`config.mk`:
```
export PLATFORM = sky130hd
export DESIGN_NAME = sorted_max_priority_queue_top
export DESIGN_NICKNAME = d
export VERILOG_FILES = /design/src/smpq_pkg.sv /design/src/smpq_cell.sv /design/src/sorted_max_priority_queue_top.sv
export SDC_FILE = /design/constraint.sdc
export NUM_CORES = 2
export LEC_CHECK = 0
export BUFFER_PORTS_ARGS = -buffer_cell sky130_fd_sc_hd__buf_2
export CAP_MARGIN = 10
export CORE_MARGIN = 2
export CORE_UTILIZATION = 50
export DETAILED_ROUTE_END_ITERATION = 8
export GPL_ROUTABILITY_DRIVEN = 0
export PLACE_DENSITY = 0.72
export SLEW_MARGIN = 20
export SYNTH_ARGS = -nofsm -noshare
export SYNTH_HDL_FRONTEND = slang
export SYNTH_SLANG_ARGS = --single-unit
```
`constraint.sdc`:
```
create_clock -name clk -period 4.3 [get_ports clk]
set_input_delay 0.86 -clock clk [delete_from_list [all_inputs] [get_ports clk]]
set_output_delay 0.86 -clock clk [all_outputs]
set_load 0.005 [all_outputs]
```
`src/smpq_pkg.sv`:
```
// Package: types and constants of the sorted max-priority queue
`timescale 1ns / 1ps
`default_nettype none

package smpq_pkg;

	localparam int CAPACITY = 16;
	localparam int DATA_W   = 32;
	localparam int CNT_W    = $clog2(CAPACITY + 1);
	localparam int OUT_CNT_W = 5;

	localparam logic signed [DATA_W-1:0] EMPTY_TOP = -1;

	typedef enum logic {
		CMD_PUSH = 1'b0,
		CMD_POP  = 1'b1
	} cmd_t;

	typedef enum logic [1:0] {
		ST_OK         = 2'd0,
		ST_POP_EMPTY  = 2'd1,
		ST_PUSH_FULL  = 2'd2
	} status_t;

	typedef struct packed {
		logic                     command;
		logic signed [DATA_W-1:0] value;
	} in_t;

	typedef struct packed {
		logic signed [DATA_W-1:0] top_value;
		logic                     is_empty;
		logic [OUT_CNT_W-1:0]     entry_count;
		logic [1:0]               status;
	} out_t;

	// Broadcast to every cell in the row
	typedef struct packed {
		logic                     push;
		logic                     pop;
		logic signed [DATA_W-1:0] value;
	} cell_op_t;

endpackage

`default_nettype wire

```
`src/smpq_cell.sv`:
```
// One storage cell of the sorted row: compare, insert and shift
`timescale 1ns / 1ps
`default_nettype none

module smpq_cell (
	input  wire logic                             clk,
	input  wire smpq_pkg::cell_op_t               op,
	input  wire logic                             occ,
	input  wire logic                             left_ins,
	input  wire logic signed [smpq_pkg::DATA_W-1:0] left_data,
	input  wire logic signed [smpq_pkg::DATA_W-1:0] right_data,
	output logic                                  ins,
	output logic signed [smpq_pkg::DATA_W-1:0]    data_q,
	output logic signed [smpq_pkg::DATA_W-1:0]    data_nxt
);

	// Row is kept largest first; new value lands in the first cell that
	// is free or holds a value not above it
	always_comb begin
		ins = !occ || (op.value >= data_q);
		data_nxt = data_q;
		if (op.pop) begin
			data_nxt = right_data;
		end else if (op.push) begin
			if (left_ins) begin
				data_nxt = left_data;
			end else if (ins) begin
				data_nxt = op.value;
			end
		end
	end

	always_ff @(posedge clk) begin
		if (op.push || op.pop) begin
			data_q <= data_nxt;
		end
	end

endmodule

`default_nettype wire

```
`src/sorted_max_priority_queue_top.sv`:
```
// Top level: sorted max-priority queue built from a row of compare cells
//
//  channel  | signals                          | payload
//  ---------+----------------------------------+---------------------------
//  input    | in_valid, in_ready, in_data      | command, value
//  output   | out_valid, out_ready, out_data   | top_value, is_empty,
//           |                                  | entry_count, status
//
// One transaction per cycle while in_ready is high: every cell compares
// against the pushed value in parallel, and a pop shifts the row by one
// cell in the same cycle. The result is registered on acceptance.
// in_ready drops only while a result waits and out_ready is low.
// Reset empties the queue at once; cell contents are not cleared.
`timescale 1ns / 1ps
`default_nettype none

module sorted_max_priority_queue_top (
	input  wire logic           clk,
	input  wire logic           arst_n,
	input  wire logic           in_valid,
	output logic                in_ready,
	input  wire smpq_pkg::in_t  in_data,
	output logic                out_valid,
	input  wire logic           out_ready,
	output smpq_pkg::out_t      out_data
);

	localparam int N = smpq_pkg::CAPACITY;

	logic [smpq_pkg::CNT_W-1:0]            count_q;
	logic [smpq_pkg::CNT_W-1:0]            count_nxt;
	logic                                  out_valid_q;
	smpq_pkg::out_t                        out_data_q;
	logic                                  accept;
	logic                                  push_ok;
	logic                                  pop_ok;
	smpq_pkg::status_t                     status;
	smpq_pkg::cell_op_t                    op;
	logic [N-1:0]                          occ;
	logic [N-1:0]                          cell_ins;
	logic signed [smpq_pkg::DATA_W-1:0]    cell_data [N];
	logic signed [smpq_pkg::DATA_W-1:0]    cell_nxt [N];

	assign in_ready = !out_valid_q || out_ready;
	assign accept   = in_valid && in_ready;

	always_comb begin
		push_ok = 1'b0;
		pop_ok  = 1'b0;
		status  = smpq_pkg::ST_OK;
		if (accept) begin
			if (in_data.command == smpq_pkg::CMD_PUSH) begin
				if (count_q < smpq_pkg::CNT_W'(N)) begin
					push_ok = 1'b1;
				end else begin
					status = smpq_pkg::ST_PUSH_FULL;
				end
			end else begin
				if (count_q != '0) begin
					pop_ok = 1'b1;
				end else begin
					status = smpq_pkg::ST_POP_EMPTY;
				end
			end
		end
		count_nxt = count_q;
		if (push_ok) begin
			count_nxt = count_q + 1'b1;
		end else if (pop_ok) begin
			count_nxt = count_q - 1'b1;
		end
	end

	assign op.push  = push_ok;
	assign op.pop   = pop_ok;
	assign op.value = in_data.value;

	for (genvar i = 0; i < N; i++) begin : g_cell
		assign occ[i] = count_q > smpq_pkg::CNT_W'(i);

		smpq_cell u_cell (
			.clk        (clk),
			.op         (op),
			.occ        (occ[i]),
			.left_ins   ((i == 0) ? 1'b0 : cell_ins[(i == 0) ? 0 : i-1]),
			.left_data  (cell_data[(i == 0) ? 0 : i-1]),
			.right_data ((i == N-1) ? cell_data[i] : cell_data[(i == N-1) ? i : i+1]),
			.ins        (cell_ins[i]),
			.data_q     (cell_data[i]),
			.data_nxt   (cell_nxt[i])
		);
	end

	always_ff @(posedge clk or negedge arst_n) begin
		if (!arst_n) begin
			count_q     <= '0;
			out_valid_q <= 1'b0;
		end else begin
			count_q <= count_nxt;
			if (accept) begin
				out_valid_q <= 1'b1;
			end else if (out_ready) begin
				out_valid_q <= 1'b0;
			end
		end
	end

	always_ff @(posedge clk) begin
		if (accept) begin
			out_data_q.top_value   <= (count_nxt == '0) ? smpq_pkg::EMPTY_TOP : cell_nxt[0];
			out_data_q.is_empty    <= (count_nxt == '0);
			out_data_q.entry_count <= smpq_pkg::OUT_CNT_W'(count_nxt);
			out_data_q.status      <= status;
		end
	end

	assign out_valid = out_valid_q;
	assign out_data  = out_data_q;

endmodule

`default_nettype wire

```
==> flow_summary.yaml <==
power:
  p_total_uw: 20500
  pwr_density_cell_mw_per_mm2: 456
  peakVddDrop_uv: 313
  p_leak_uw: 0.0196
drt:
  drt-pass1-iter-count: 6
  maxUsedRoutingLayer: "met4"
  num_vias: 34600
  viasPerCell: 6.65
  dr_wl_met2_mm: 56.4
  wl_mm: 137
  route.detailed.drc: 0
  ant_nets: 0
  route.met3.wl_mm: 18.9
  drtIter0Drc: 5751
  wl_met1_mm: 54.5
  wl_per_cell_um: 26.3
setup_path:
  crit_fanout: 24
  critPathCaptureType: "flip-flop"
  slowest_delay_ns: 0.68
  r2r_slack_ns: 0.46
  crit_type: "in2reg"
  crit_required_ns: 4.67
  slowest_stage: "a221oi_1"
  path_cells: "buf_2, buf_4, ha_1, a21oi_1, o21ai_0, a221oi_1, nor4_1, or4_1, mux2i_4, buf_4, mux2i_1, a21oi_1"
  worst_setup_path_start_kind: "primary input"
  worstPathArrival_ns: 4.53
  r2r_end: "g_cell[2].u_cell.data_q[0]"
  ff2ff_path_depth: 11
  crit-reg2reg-launch: "g_cell[1].u_cell.data_q[15]"
logic_synthesis:
  syn_avg_cell_area_um2: 10.0
  ys_ff_latch: 558
  synth_top_area_cell: "edfxtp_1"
  synth_edf_count: 552
  ys_top_cells_by_count: "edfxtp_1 (552), inv_1 (519), ha_1 (517), nand3_1 (385), o221ai_1 (345)"
  yosys.cell_types.count: 78
  ys_seq_area_frac: 0.421
  synth.most_common_cell: "edfxtp_1"
  synthCells: 3972
  syn_area_mm2: 0.0397
  yosys_warnings: 0
  synth.area.top_cells: "edfxtp_1 (42%), ha_1 (16%), o221ai_1 (7.6%), inv_1 (4.9%), nand3_1 (4.9%)"
  synthFlopType: "edfxtp_1"
  syn-num-nets: 4526
  async_reset_ff_frac: 0.0108
  synth_top_area_share: 0.417
global_routing:
  grt_pass1_wl_mm: 202
  grt_max_degree: 211
  grt_util_all_layers: 0.327
  grt_pass1_vias: 31900
  antenna_found_initial: 2
  gr-total-overflow: 0
hold_path:
  min_path_type: "in2async"
timing:
  setup_violations: 0
  skew_ns: 0.0115
  tightest_slew_ns: 1.11
  min_period_ns: 4.17
  fmax_mhz: 240
  final.period_utilization: 0.969
  slew_viol_final: 0
  hold_viol_final: 0
  rsz0062_at_grt: "false"
  slew_headroom: 0.257
clock_network:
  cts-root-buf: "clkbuf_16"
  cts_resized: 0
  cts_made_buffers: 59
  postCtsSetupBuffers: 0
  cts.path.max_buffers: 3
  clkLatencyLatePin_ns: 0.64
  numClockSinks: 558
  clkTransAtPathRegs_ns: 0.06
  cts_max_level: 2
  cts-hold-fix-buffers: 0
  cts_tree: "done"
floorplan:
  io_pins: 79
  initial_core_util: 0.504
  die_y_um: 286
  dieArea_mm2: 0.0817
  core_area_mm2: 0.0787
  fp-row-count: 103
  die_w_um: 286
place:
  placed_area_mm2: 0.0429
  hpwl_mm: 102
  port_buffers: 78
run_status:
  status: "finished clean"
final_layout:
  fin_nets: 4660
  area_delta_synth_final_pct: 13.4
  drive_gt1_frac: 0.117
  fin_area_mm2: 0.0450
job:
  maxCapViolCount: 0
==> placed cells by master (no fill, tap or decap), types with 50 or more instances in the layout <==
| cell | instances |
|---|---|
| a21o_1 | 50 |
| a21oi_1 | 225 |
| buf_2 | 78 |
| buf_4 | 200 |
| clkbuf_16 | 61 |
| edfxtp_1 | 552 |
| ha_1 | 517 |
| inv_1 | 518 |
| mux2i_1 | 142 |
| nand2_1 | 276 |
| nand3_1 | 385 |
| nand4_1 | 95 |
| nor2_1 | 80 |
| o21ai_0 | 150 |
| o21ai_1 | 60 |
| o221ai_1 | 345 |
==> where the power goes <==
part / internal (uW) / leakage (uW) / total [uW] / switching [uW]
logic: 2690 / 0.0134 / 7040 / 4340
clock network: 3360 / 0.000997 / 5680 / 2320
registers: 7200 / 0.00522 / 7800 / 602
total: 13300 / 0.0196 / 20500 / 7270
==> state kept, by name (all words and copies together), names as in the netlist <==
register / cells
count_q: 5
out_valid: 1
out_data: 40
g_cell.u_cell.data_q: 512
==> cell type report <==
type,instances,area (um2)
Antenna cell,1,2.50
Clock buffer,71,1560
Clock inverter,38,524
Fill cell,6515,33700
Inverter,519,1950
Multi-Input combinational cell,2643,20100
Sequential cell,558,16700
Tap cell,1050,1310
Timing Repair Buffer,325,2830
==> cell families (layout without fill, tap and decap cells) <==
group | count (synthesis) | in the layout | share of synthesized area
AOI/OAI and AO/OA | 998 | 998 | 0.180
xor gates and xnor gates | 4 | 4 | 0.000882
adders and majority gates | 517 | 517 | 0.163
buffers and inverters | 771 | 953 | 0.0767
DFF | 558 | 558 | 0.421
muxes | 150 | 150 | 0.0379
other | 0 | 1 | 0
and+or+nand+nor | 974 | 974 | 0.120
==> worst max-delay path by stage <==
stage	to	from	slack, ns	cells past startpoint
final	g_cell[2].u_cell.data_q[0]	in_data[13]	0.13	12
after global routing	g_cell[14].u_cell.data_q[23]	in_data[25]	0.20	12
after global placement	g_cell[15].u_cell.data_q[3]	in_data[31]	-0.35	12
after CTS	g_cell[14].u_cell.data_q[23]	in_data[31]	0.31	12
after detailed placement	g_cell[15].u_cell.data_q[13]	in_data[31]	-0.36	12
after floorplan	g_cell[3].u_cell.data_q[0]	in_data[0]	0.02	13
==> worst max-delay path: cells and delay by family <==
kind	cells	cell delay [ns]
AO/OA/AOI/OAI	4	1.19
multiplexers	2	0.53
AND/OR/NAND/NOR	2	0.67
buffers and inverters	3	1.00
adder cells (fa/ha/maj)	1	0.26
==> per-layer routing <==
layer,global-route usage,up-vias
met1,0.476,16400
met4,0.142,0
li1,-,15400
met5,0,-
met2,0.470,2476
met3,0.0678,359
==> through the flow <==
stage / hold WS [ns] / util / instances / TNS [ns] / setup WS, ns
3_5_place_dp: 0.546 / 0.545 / 5095 / -55.26 / -0.356
2_1_floorplan: 0.522 / - / 3972 / 0 / 0.0164
6_report: 0.0426 / 0.572 / 5205 / 0 / 0.134
5_1_grt: 0.0438 / 0.572 / 5205 / 0 / 0.203
4_1_cts: 0.0258 / 0.572 / 5204 / 0 / 0.311
3_3_place_gp: 0.536 / 0.545 / 5095 / -55.21 / -0.348
Power figures use the tool's default switching activity.
